<file path="src/rtl/bctd_pkg.sv">
// ----------------------------------------------------------------------------
// bctd_pkg: shared types and constants of the texture block decoder
// Block format codes, the decoded block record that passes from the front
// end to the pixel streamer, and constant-divisor helpers.
// ----------------------------------------------------------------------------
package bctd_pkg;

  // Block format codes on the kind input. Code 3 decodes as BC3.
  localparam logic [1:0] KIND_BC1 = 2'd0;
  localparam logic [1:0] KIND_BC2 = 2'd1;
  localparam logic [1:0] KIND_BC3 = 2'd2;

  // Reciprocal multipliers for truncating division by small constants.
  // Each is exact over the range of sums that reaches it.
  localparam logic [15:0] DIV3_MUL = 16'd171;   // 2^9 / 3, rounded up
  localparam logic [23:0] DIV5_MUL = 24'd6554;  // 2^15 / 5, rounded up
  localparam logic [23:0] DIV7_MUL = 24'd4682;  // 2^15 / 7, rounded up

  // Decoded block: palettes ready, raw index words kept for the streamer.
  typedef struct packed {
    logic [1:0]        kind;
    logic              three_mode;
    logic [3:0][15:0]  pal;
    logic [7:0][7:0]   apal;
    logic [31:0]       cidx;
    logic [63:0]       aw;
  } blk_t;

  // Truncating divide by 3 of a colour channel sum (at most 189).
  function automatic logic [5:0] div3(input logic [7:0] x);
    logic [15:0] prod;
    prod = {8'd0, x} * DIV3_MUL;
    return prod[14:9];
  endfunction

  // Truncating divide by 5 of an alpha sum (at most 1275).
  function automatic logic [7:0] div5(input logic [10:0] x);
    logic [23:0] prod;
    prod = {13'd0, x} * DIV5_MUL;
    return prod[22:15];
  endfunction

  // Truncating divide by 7 of an alpha sum (at most 1785).
  function automatic logic [7:0] div7(input logic [10:0] x);
    logic [23:0] prod;
    prod = {13'd0, x} * DIV7_MUL;
    return prod[22:15];
  endfunction

endpackage

</file>
<file path="src/rtl/bctd_front.sv">
// ----------------------------------------------------------------------------
// bctd_front: block classifier and palette builder
// Two-stage pipeline: the first stage classifies the block and forms the
// weighted channel and alpha sums, the second divides them into palettes.
// ----------------------------------------------------------------------------
module bctd_front (
  input  logic                clk,
  input  logic                rst,
  input  logic                in_valid,
  output logic                in_ready,
  input  logic [1:0]          kind,
  input  logic [15:0]         endpoint_a,
  input  logic [15:0]         endpoint_b,
  input  logic [31:0]         color_indices,
  input  logic [63:0]         alpha_word,
  output logic                blk_valid,
  input  logic                blk_ready,
  output bctd_pkg::blk_t      blk
);

  typedef struct packed {
    logic [1:0]        kind;
    logic              three_mode;
    logic              six_mode;
    logic [15:0]       ca;
    logic [15:0]       cb;
    logic [31:0]       cidx;
    logic [63:0]       aw;
    logic [2:0][7:0]   sum2;
    logic [2:0][7:0]   sum3;
    logic [5:0][10:0]  asum;
  } stage_a_t;

  stage_a_t        sa;
  stage_a_t        sa_next;
  logic            sa_valid;
  logic            sb_valid;
  bctd_pkg::blk_t  sb;
  bctd_pkg::blk_t  sb_next;
  logic            sa_free;
  logic            sb_free;

  // Pipeline flow: each stage loads when it is empty or is draining.
  assign sb_free   = !sb_valid || blk_ready;
  assign sa_free   = !sa_valid || sb_free;
  assign in_ready  = sa_free;
  assign blk_valid = sb_valid;
  assign blk       = sb;

  // First stage: mode selection and weighted sums.
  always_comb begin
    logic [2:0][7:0] ch_a;
    logic [2:0][7:0] ch_b;
    logic [7:0]      a0;
    logic [7:0]      a1;
    ch_a = {3'd0, endpoint_a[15:11], 2'd0, endpoint_a[10:5], 3'd0, endpoint_a[4:0]};
    ch_b = {3'd0, endpoint_b[15:11], 2'd0, endpoint_b[10:5], 3'd0, endpoint_b[4:0]};
    a0   = alpha_word[7:0];
    a1   = alpha_word[15:8];
    sa_next.kind       = kind;
    sa_next.three_mode = (kind == bctd_pkg::KIND_BC1) && !(endpoint_a > endpoint_b);
    sa_next.six_mode   = a0 > a1;
    sa_next.ca         = endpoint_a;
    sa_next.cb         = endpoint_b;
    sa_next.cidx       = color_indices;
    sa_next.aw         = alpha_word;
    for (int c = 0; c < 3; c++) begin
      if (sa_next.three_mode) begin
        sa_next.sum2[c] = ch_a[c] + ch_b[c];
      end else begin
        sa_next.sum2[c] = {ch_a[c][6:0], 1'b0} + ch_b[c];
      end
      sa_next.sum3[c] = ch_a[c] + {ch_b[c][6:0], 1'b0};
    end
    for (int k = 1; k <= 6; k++) begin
      if (sa_next.six_mode) begin
        sa_next.asum[k-1] = 11'(7 - k) * {3'd0, a0} + 11'(k) * {3'd0, a1};
      end else if (k <= 4) begin
        sa_next.asum[k-1] = 11'(5 - k) * {3'd0, a0} + 11'(k) * {3'd0, a1};
      end else begin
        sa_next.asum[k-1] = '0;
      end
    end
  end

  // Second stage: constant divides and palette assembly.
  always_comb begin
    logic [2:0][5:0] q2;
    logic [2:0][5:0] q3;
    for (int c = 0; c < 3; c++) begin
      q2[c] = sa.three_mode ? sa.sum2[c][6:1] : bctd_pkg::div3(sa.sum2[c]);
      q3[c] = bctd_pkg::div3(sa.sum3[c]);
    end
    sb_next.kind       = sa.kind;
    sb_next.three_mode = sa.three_mode;
    sb_next.cidx       = sa.cidx;
    sb_next.aw         = sa.aw;
    sb_next.pal[0]     = sa.ca;
    sb_next.pal[1]     = sa.cb;
    sb_next.pal[2]     = {q2[2][4:0], q2[1][5:0], q2[0][4:0]};
    sb_next.pal[3]     = sa.three_mode ? 16'd0 : {q3[2][4:0], q3[1][5:0], q3[0][4:0]};
    sb_next.apal[0]    = sa.aw[7:0];
    sb_next.apal[1]    = sa.aw[15:8];
    for (int k = 1; k <= 6; k++) begin
      if (sa.six_mode) begin
        sb_next.apal[k+1] = bctd_pkg::div7(sa.asum[k-1]);
      end else if (k <= 4) begin
        sb_next.apal[k+1] = bctd_pkg::div5(sa.asum[k-1]);
      end else if (k == 5) begin
        sb_next.apal[k+1] = 8'd0;
      end else begin
        sb_next.apal[k+1] = 8'd255;
      end
    end
  end

  // Stage valid flags.
  always_ff @(posedge clk) begin
    if (rst) begin
      sa_valid <= 1'b0;
      sb_valid <= 1'b0;
    end else begin
      if (sa_free) begin
        sa_valid <= in_valid;
      end
      if (sb_free) begin
        sb_valid <= sa_valid;
      end
    end
  end

  // Stage payload registers.
  always_ff @(posedge clk) begin
    if (sa_free) begin
      sa <= sa_next;
    end
    if (sb_free) begin
      sb <= sb_next;
    end
  end

endmodule

</file>
<file path="src/rtl/bctd_queue.sv">
// ----------------------------------------------------------------------------
// bctd_queue: decoded block queue
// Small circular buffer of decoded blocks between the front end and the
// pixel streamer, so that each side can stall on its own.
// ----------------------------------------------------------------------------
module bctd_queue #(
  parameter int DEPTH = 2
) (
  input  logic            clk,
  input  logic            rst,
  input  logic            wr_valid,
  output logic            wr_ready,
  input  bctd_pkg::blk_t  wr_data,
  output logic            rd_valid,
  input  logic            rd_ready,
  output bctd_pkg::blk_t  rd_data
);

  localparam int PW = (DEPTH > 1) ? $clog2(DEPTH) : 1;
  localparam int CW = $clog2(DEPTH + 1);

  bctd_pkg::blk_t  mem [DEPTH];
  logic [PW-1:0]   wr_ptr;
  logic [PW-1:0]   rd_ptr;
  logic [CW-1:0]   count;
  logic            push;
  logic            pop;

  assign wr_ready = count != CW'(DEPTH);
  assign rd_valid = count != '0;
  assign push     = wr_valid && wr_ready;
  assign pop      = rd_valid && rd_ready;
  assign rd_data  = mem[rd_ptr];

  // Pointer and occupancy tracking.
  always_ff @(posedge clk) begin
    if (rst) begin
      wr_ptr <= '0;
      rd_ptr <= '0;
      count  <= '0;
    end else begin
      if (push) begin
        wr_ptr <= (wr_ptr == PW'(DEPTH - 1)) ? '0 : wr_ptr + 1'b1;
      end
      if (pop) begin
        rd_ptr <= (rd_ptr == PW'(DEPTH - 1)) ? '0 : rd_ptr + 1'b1;
      end
      if (push && !pop) begin
        count <= count + 1'b1;
      end else if (pop && !push) begin
        count <= count - 1'b1;
      end
    end
  end

  // Storage write.
  always_ff @(posedge clk) begin
    if (push) begin
      mem[wr_ptr] <= wr_data;
    end
  end

  // Occupancy stays within the buffer.
  assert property (@(posedge clk) disable iff (rst) count <= CW'(DEPTH))
    else $error("bctd_queue: occupancy exceeds depth");

  // A full queue takes no write, an empty one gives no read.
  assert property (@(posedge clk) disable iff (rst) (count == CW'(DEPTH)) |-> !push)
    else $error("bctd_queue: write into full queue");

  assert property (@(posedge clk) disable iff (rst) (count == '0) |-> !pop)
    else $error("bctd_queue: read from empty queue");

  assert property (@(posedge clk) disable iff (rst) push && !pop |=> count != '0)
    else $error("bctd_queue: write lost");

endmodule

</file>
<file path="src/rtl/bctd_back.sv">
// ----------------------------------------------------------------------------
// bctd_back: pixel streamer
// Holds one decoded block and emits its sixteen pixels in row-major order
// through an output register, one pixel per cycle unless the output stalls.
// ----------------------------------------------------------------------------
module bctd_back (
  input  logic            clk,
  input  logic            rst,
  input  logic            blk_valid,
  output logic            blk_ready,
  input  bctd_pkg::blk_t  blk,
  output logic            out_valid,
  input  logic            out_ready,
  output logic [1:0]      pixel_row,
  output logic [1:0]      pixel_column,
  output logic [15:0]     pixel_color,
  output logic [7:0]      pixel_alpha,
  output logic            last_pixel
);

  bctd_pkg::blk_t  cur;
  logic            cur_valid;
  logic [3:0]      cnt;
  logic            load;
  logic            cnt_end;
  logic            take;
  logic [1:0]      ci;
  logic [3:0]      a4;
  logic [2:0]      ai;
  logic [5:0]      ai_pos;
  logic [7:0]      alpha;

  // The output register loads when empty or being taken.
  assign load      = !out_valid || out_ready;
  assign cnt_end   = cnt == 4'hF;
  assign blk_ready = !cur_valid || (load && cnt_end);
  assign take      = blk_valid && blk_ready;

  // Per-pixel index extraction.
  assign ci     = cur.cidx[{cnt, 1'b0} +: 2];
  assign a4     = cur.aw[{cnt, 2'b00} +: 4];
  assign ai_pos = 6'd16 + {2'd0, cnt} + {1'b0, cnt, 1'b0};
  assign ai     = cur.aw[ai_pos +: 3];

  // Alpha selection by block format.
  always_comb begin
    case (cur.kind)
      bctd_pkg::KIND_BC1: alpha = (cur.three_mode && ci == 2'd3) ? 8'd0 : 8'd255;
      bctd_pkg::KIND_BC2: alpha = {a4, a4};
      default:            alpha = cur.apal[ai];
    endcase
  end

  // Control: current block, pixel counter and output valid.
  always_ff @(posedge clk) begin
    if (rst) begin
      cur_valid <= 1'b0;
      cnt       <= '0;
      out_valid <= 1'b0;
    end else begin
      if (take) begin
        cur_valid <= 1'b1;
      end else if (load && cur_valid && cnt_end) begin
        cur_valid <= 1'b0;
      end
      if (load && cur_valid) begin
        cnt <= cnt + 1'b1;
      end
      if (load) begin
        out_valid <= cur_valid;
      end
    end
  end

  // Payload: block hold register and pixel output register.
  always_ff @(posedge clk) begin
    if (take) begin
      cur <= blk;
    end
    if (load) begin
      pixel_row    <= cnt[3:2];
      pixel_column <= cnt[1:0];
      pixel_color  <= cur.pal[ci];
      pixel_alpha  <= alpha;
      last_pixel   <= cnt_end;
    end
  end

  // A block part-way through its pixels is always held.
  assert property (@(posedge clk) disable iff (rst) (cnt != 4'h0) |-> cur_valid)
    else $error("bctd_back: pixel count without a block");

  // The sixteenth pixel leaves marked as the last.
  assert property (@(posedge clk) disable iff (rst)
      (load && cur_valid && cnt_end) |=> (out_valid && last_pixel))
    else $error("bctd_back: last pixel not marked");

  // A new block always starts at the first pixel.
  assert property (@(posedge clk) disable iff (rst) take |=> (cnt == 4'h0))
    else $error("bctd_back: block taken mid-stream");

endmodule

</file>
<file path="src/rtl/bc_texture_block_decoder.sv">
// ----------------------------------------------------------------------------
// bc_texture_block_decoder: BC1/BC2/BC3 texture block decoder
// Reset empties all stages and the queue. A block passes both front-end stages,
// the queue and the block hold register on its way to the output register.
// The pixel streamer sets the rate, one pixel per cycle unless the receiver
// stalls; the front end takes a block each cycle while the queue has room.
// ----------------------------------------------------------------------------
module bc_texture_block_decoder #(
  parameter int QUEUE_DEPTH = 2
) (
  input  logic         clk,
  input  logic         rst,
  input  logic         in_valid,
  output logic         in_ready,
  input  logic [1:0]   kind,
  input  logic [15:0]  endpoint_a,
  input  logic [15:0]  endpoint_b,
  input  logic [31:0]  color_indices,
  input  logic [63:0]  alpha_word,
  output logic         out_valid,
  input  logic         out_ready,
  output logic [1:0]   pixel_row,
  output logic [1:0]   pixel_column,
  output logic [15:0]  pixel_color,
  output logic [7:0]   pixel_alpha,
  output logic         last_pixel
);

  logic            f_valid;
  logic            f_ready;
  bctd_pkg::blk_t  f_blk;
  logic            q_valid;
  logic            q_ready;
  bctd_pkg::blk_t  q_blk;

  // Front end: classify the block and build its palettes.
  bctd_front u_front (
    .clk           (clk),
    .rst           (rst),
    .in_valid      (in_valid),
    .in_ready      (in_ready),
    .kind          (kind),
    .endpoint_a    (endpoint_a),
    .endpoint_b    (endpoint_b),
    .color_indices (color_indices),
    .alpha_word    (alpha_word),
    .blk_valid     (f_valid),
    .blk_ready     (f_ready),
    .blk           (f_blk)
  );

  // Queue of decoded blocks.
  bctd_queue #(
    .DEPTH (QUEUE_DEPTH)
  ) u_queue (
    .clk      (clk),
    .rst      (rst),
    .wr_valid (f_valid),
    .wr_ready (f_ready),
    .wr_data  (f_blk),
    .rd_valid (q_valid),
    .rd_ready (q_ready),
    .rd_data  (q_blk)
  );

  // Back end: stream the pixels out.
  bctd_back u_back (
    .clk          (clk),
    .rst          (rst),
    .blk_valid    (q_valid),
    .blk_ready    (q_ready),
    .blk          (q_blk),
    .out_valid    (out_valid),
    .out_ready    (out_ready),
    .pixel_row    (pixel_row),
    .pixel_column (pixel_column),
    .pixel_color  (pixel_color),
    .pixel_alpha  (pixel_alpha),
    .last_pixel   (last_pixel)
  );

endmodule

</file>
<file path="config.mk">
export PLATFORM = sky130hd
export DESIGN_NAME = bc_texture_block_decoder
export DESIGN_NICKNAME = d
export VERILOG_FILES = /design/src/rtl/bctd_pkg.sv /design/src/rtl/bctd_front.sv /design/src/rtl/bctd_queue.sv /design/src/rtl/bctd_back.sv /design/src/rtl/bc_texture_block_decoder.sv
export SDC_FILE = /design/constraint.sdc
export NUM_CORES = 2
export LEC_CHECK = 0
export ABC_AREA = 0
export BUFFER_PORTS_ARGS = -buffer_cell sky130_fd_sc_hd__buf_2
export CELL_PAD_IN_SITES_DETAIL_PLACEMENT = 1
export CELL_PAD_IN_SITES_GLOBAL_PLACEMENT = 1
export CORE_MARGIN = 5
export CORE_UTILIZATION = 40
export DETAILED_ROUTE_END_ITERATION = 10
export PLACE_DENSITY_LB_ADDON = 0.25
export SYNTH_ARGS = -nofsm -noshare
export SYNTH_HDL_FRONTEND = slang
export SYNTH_SLANG_ARGS = --single-unit
</file>
<file path="constraint.sdc">
create_clock -name clk -period 11.6 [get_ports clk]
set_clock_uncertainty 0.1 [all_clocks]
set_input_delay 2.32 -clock clk [delete_from_list [all_inputs] [get_ports clk]]
set_output_delay 2.32 -clock clk [all_outputs]
set_load 0.005 [all_outputs]
</file>
== Yosys cells after proc, flatten, opt, wreduce, memory -nomap -nowiden ==
Memory sizes are Yosys's and may differ from the RTL's. A register that Yosys moved wholly into a read port is not among the register bits.
Cells that the tools add are included.

* Multiply operators: 22
* Multiplexer cells: 28
* Reductions and logical operators: 25
* $lt $le $gt $ge: 4
* Shift operators: 3
* Equality and inequality tests: 4
* Add/sub/neg operators: 26

{| class="wikitable"
|+ Operators by type and width
! operator !! count
|-
| $mul 11x12->22 const B || 10
|-
| $mux 8 || 9
|-
| $shiftx 64x7->3 || 1
|-
| $shiftx 64x7->4 || 1
|-
| $mul 8x8->14 const B || 4
|-
| $mux 11 || 4
|-
| $mul 2x8->10 const A || 4
|-
| $bmux 16 s2 || 1
|-
| $shiftx 32x6->2 || 1
|-
| $mul 8x8->15 const B || 2
|-
| $bmux 8 s3 || 1
|-
| $add 10x10->11 || 2
|-
| $mul 3x8->11 const A || 2
|-
| $gt 16x16->1 || 1
|-
| $mux 16 || 1
|-
| $pmux 8 s2 || 1
|-
| $add 5x6->7 || 2
|-
| $add 6x5->7 || 2
|-
| $add 5x5->6 || 2
|-
| $add 10x8->11 || 1
|-
| $add 10x9->11 || 1
|-
| $add 11x8->11 || 1
|-
| $add 11x9->11 || 1
|-
| $add 8x10->11 || 1
|-
| other kinds (28) || 56
|}

* Input bits: 134
* Memories: 1
* RAM bits: 454
* Register bits after elaboration: 514
* Logic and storage cells: 161

{| class="wikitable"
|+ Memory list
! name !! words !! bits a word !! rd ports !! clocked after Yosys merged registers in !! write ports !! RTL line !! text
|-
| u_queue.mem || 2 || 227 || 1 || 1 || 1 || bctd_queue.sv:22 || <nowiki>bctd_pkg::blk_t mem [DEPTH];</nowiki>
|}

== Logic depth before layout (Yosys ltp) ==
* Word-level depth: 8
* Gate-level depth with buffers: 21
* Mapped depth without buffers: 21

== Hierarchy ==
From an unflattened synthesis, not the netlist that was laid out.

* Cells, all modules: 5070
* Area, all modules: 70915.5 µm²

{| class="wikitable"
|+ Modules (own cells, without submodules)
! module !! cells an instance !! area each (µm²) !! times used
|-
| bctd_front || 3811 || 42778.5 || 1
|-
| bctd_queue || 730 || 16702.3 || 1
|-
| bctd_back || 529 || 11434.7 || 1
|}

== Least setup slack after synthesis ==
No wires, ideal clock.

* Path kind: register to register
* From: register u_queue.count[0]
* To: memory u_queue.mem[0][100] (netlist bit) (enable)
* Library setup time: 0.785 ns
* Required time: 10.715 ns
* Stages on the path, launching flop included: 4
* Slack: 1.340 ns
* Clock period less this slack: 10.260 ns
* Arrival time: 9.375 ns
* Buffers on the path: 0
* Path through: dfxtp_1 nand2b_1 nand2_1 nor2_1

* Longest elaborated chain between the ends: 4

{| class="wikitable"
|+ RTL lines
! what !! RTL line !! text
|-
| from (decl) || bctd_queue.sv:25 || <nowiki>logic [CW-1:0] count;</nowiki>
|-
| from (signal assigned) || bctd_queue.sv:49 || <nowiki>count <= count + 1'b1;</nowiki>
|-
| from (signal assigned) || bctd_queue.sv:51 || <nowiki>count <= count - 1'b1;</nowiki>
|-
| $ne 2x2->1 || bctd_queue.sv:29 || <nowiki>assign wr_ready = count != CW'(DEPTH);</nowiki>
|-
| $logic_and 1x1->1 || bctd_queue.sv:31 || <nowiki>assign push = wr_valid && wr_ready;</nowiki>
|-
| $mux 1 || bctd_queue.sv:58 || <nowiki>if (push) begin</nowiki>
|-
| $mux 1 (not written as such) || bctd_queue.sv:59 || <nowiki>mem[wr_ptr] <= wr_data;</nowiki>
|-
| to (decl) || bctd_queue.sv:22 ||
|}

Every way passes these cells.

==> impl_metrics.csv <==
group,metric,value,unit
outcome,status,"completed",
cts,cts_hold_buf,0,
logic_synthesis,yosysSeqAreaShare,0.487,
logic_synthesis,synth_edf_count,1108,
placement,io_buffers,164,
cells_and_area,layout.nets,6653,
route,wire_per_inst,20.6,um
sta,rsz0062_at_grt,"false",
global_route,grt_pass1_vias,42600,
logic_synthesis,ys_ff_latch,1120,
cts,worst_skew_pair.late_latency,0.74,ns
cts,cts_sinks,1120,
hold_path,hold_path.class,"reg -> reg",
logic_synthesis,synth.area.mux_share,0.0792,
placement,place_congestion,0.790,
cts,htree_levels,3,
logic_synthesis,synth-simple-area-share,0.0316,
global_route,gr-total-overflow,0,
logic_synthesis,synth_xor_area_frac,0.0284,
worst_setup_path,cp.required,11.89,ns
logic_synthesis,synthAdderAreaFrac,0.271,
sta,slew_headroom,0.275,
die,die_w,425,um
logic_synthesis,avgSynthCellArea,13.8,um2
route,ant_nets,0,
job,max_cap_viol_count,0,
cells_and_area,final_cell_mix,"1108 x edfxtp_1, 1021 x ha_1, 827 x inv_1",
logic_synthesis,synthFlopType,"edfxtp_1",
die,rows,152,
route,viasPerCell,5.06,
worst_setup_path,cp_max_fo,8,
logic_synthesis,syn_inst,4965,
cells_and_area,layout_commonest_cell,"edfxtp_1",
logic_synthesis,synth.area.top_cells,"edfxtp_1 48%, ha_1 19%, fa_1 8.5%, inv_1 4.5%, mux2_2 3.8%",
cts,clockRootBuffer,"clkbuf_16",
die,core,171000,um2
route,vias,38600,
placement,detailedPlacementHpwl,117,mm
worst_setup_path,path_class,"reg -> reg",
logic_synthesis,yosysTopAreaCell,"edfxtp_1",
cells_and_area,drive_gt1_frac,0.138,
cts,postCtsSetupBuffers,0,
cts,cts_tree,"done",
die,die-area,180000,um2
logic_synthesis,syn_nets,6414,
logic_synthesis,synth_top_family_by_area,"adder cells",
global_route,track_usage,0.176,
cts,clkTransAtPathRegs,0.06,ns
die,start_util,0.401,
sta,slew_viol_final,0,
cells_and_area,synthToLayoutAreaGrowth,11.0,%
route,drc,0,
die,die_h,425,um
sta,min_period,5.97,ns
route,wl,157,mm
cts,cts_resized,0,
route,drt_first_pass_iters,5,
logic_synthesis,synthDominantCellAreaShare,0.484,
die,ioPinCount,165,
hold_path,worstHoldPathCells,0,
cts,cts_buffers,118,
route,initialDrtViolationCount,1775,
logic_synthesis,synth_compound_area_frac,0.0514,
sta,tns,0,ns
sta,max_freq,167,MHz
logic_synthesis,ys_types,68,
logic_synthesis,async_reset_ff_frac,0,
logic_synthesis,yosys_warnings,0,
global_route,grt_pass1_wl,247,mm
sta,finalCritPeriodShare,0.515,
worst_setup_path,cp-start-kind,"register",
global_route,antenna_found_initial,10,
global_route,grt_max_degree,153,
worst_setup_path,r2r.worst_path.cells,19,
sta,max_slew.worst_pin.slew,1.09,ns
worst_setup_path,crit_path_end_kind,"register",
worst_setup_path,crit_arrival,6.27,ns
logic_synthesis,syn_area,68800,um2
cts,cts.path.max_buffers,3,
sta,setup_viol,0,
sta,finalHoldViolations,0,
## layout make-up
| cell class | count | area [um2] |
|---|---|---|
| Sequential cell | 1120 | 33500 |
| Clock buffer | 139 | 3030 |
| Tap cell | 2310 | 2890 |
| Clock inverter | 84 | 912 |
| Fill cell | 17400 | 95000 |
| Timing Repair Buffer | 197 | 1080 |
| Antenna cell | 2 | 5.00 |
| Multi-Input combinational cell | 2936 | 31800 |
| Inverter | 831 | 3130 |
## per-stage QoR
step	cells	util	worst slack [ns]	hold slack (ns)	cell area [um2]
2_1_floorplan	4965	-	1.34	0.300	68800
3_3_place_gp	7394	0.423	5.06	0.303	72400
3_5_place_dp	7394	0.423	4.99	0.305	72400
4_1_cts	7617	0.446	5.54	0.283	76400
5_1_grt	7617	0.446	5.20	0.291	76400
6_report	7619	0.446	5.63	0.280	76400
## path summary, 6_finish.rpt
check,startpoint,endpoint,slack [ns]
max,u_front.sa[14]$_DFFE_PP_,u_front.blk[127]$_DFFE_PP_,5.63
max reg2reg,u_front.sa[14]$_DFFE_PP_,u_front.blk[127]$_DFFE_PP_,5.63
min reg2reg,u_front.sa[143]$_DFFE_PP_,u_front.blk[29]$_DFFE_PP_,0.28
min,u_front.sa[143]$_DFFE_PP_,u_front.blk[29]$_DFFE_PP_,0.28
## cells in the mapped netlist (all sizes together), types with 17 or more instances
library cell,n
o21ai,93
buf,29
xor2,80
edfxtp,1108
nor2,166
nor2b,30
nand2,96
mux2,234
fa,293
clkbuf,49
a211oi,19
o21a,32
o31ai,29
a21oi,164
ha,1022
nor3,47
xnor2,142
mux4,99
nand3,25
or3,17
o21bai,45
mux2i,55
a21o,66
and3,19
inv,831
## state kept, by name, summed over array words and instances, names as in the netlist
name	flops
u_back.out_valid	1
u_queue.wr_ptr	1
u_back.cur_valid	1
u_front.blk	211
u_front.blk_valid	1
u_back.pixel_color	16
u_queue.mem	422
u_queue.count	2
u_back.pixel_row	2
u_back.pixel_column	2
u_back.last_pixel	1
u_back.pixel_alpha	8
u_queue.rd_ptr	1
u_back.cnt	4
u_back.cur	211
u_front.sa_valid	1
u_front.sa	235
## kinds of logic (layout without fill, tap and decap cells)
kind of cell | after synthesis | count (layout)
xor gates and xnor gates | 222 | 222
buffers and inverters | 909 | 1251
other | 0 | 2
and+or+nand+nor | 463 | 463
muxes | 388 | 388
AOI/OAI and AO/OA | 548 | 548
DFF | 1120 | 1120
adders and majority gates | 1315 | 1315
## critical path, cell delays in order (launching register included)
cell and delay, ns:
edfxtp_1 0.61, inv_1 0.19, ha_1 0.37, fa_1 0.57, inv_1 0.08, fa_1 0.54
inv_1 0.08, fa_1 0.56, inv_1 0.05, ha_1 0.29, ha_1 0.31, a211oi_1 0.22
nand3b_1 0.11, a31oi_1 0.29, nor4_1 0.15, o31a_1 0.31, o221a_2 0.30, a31o_2 0.26
xnor2_1 0.18, mux2i_1 0.10
## routing by layer
layer	wire (um)	vias up	track usage
li1	-	18300	-
met1	70500	19600	0.234
met2	77800	503	0.305
met3	5030	165	0.0223
met4	3950	6	0.0477
met5	41	-	0
Power is left out: the tool's default activity adds up to more than one toggle a clock period on the data nets, which glitch-free logic cannot reach.
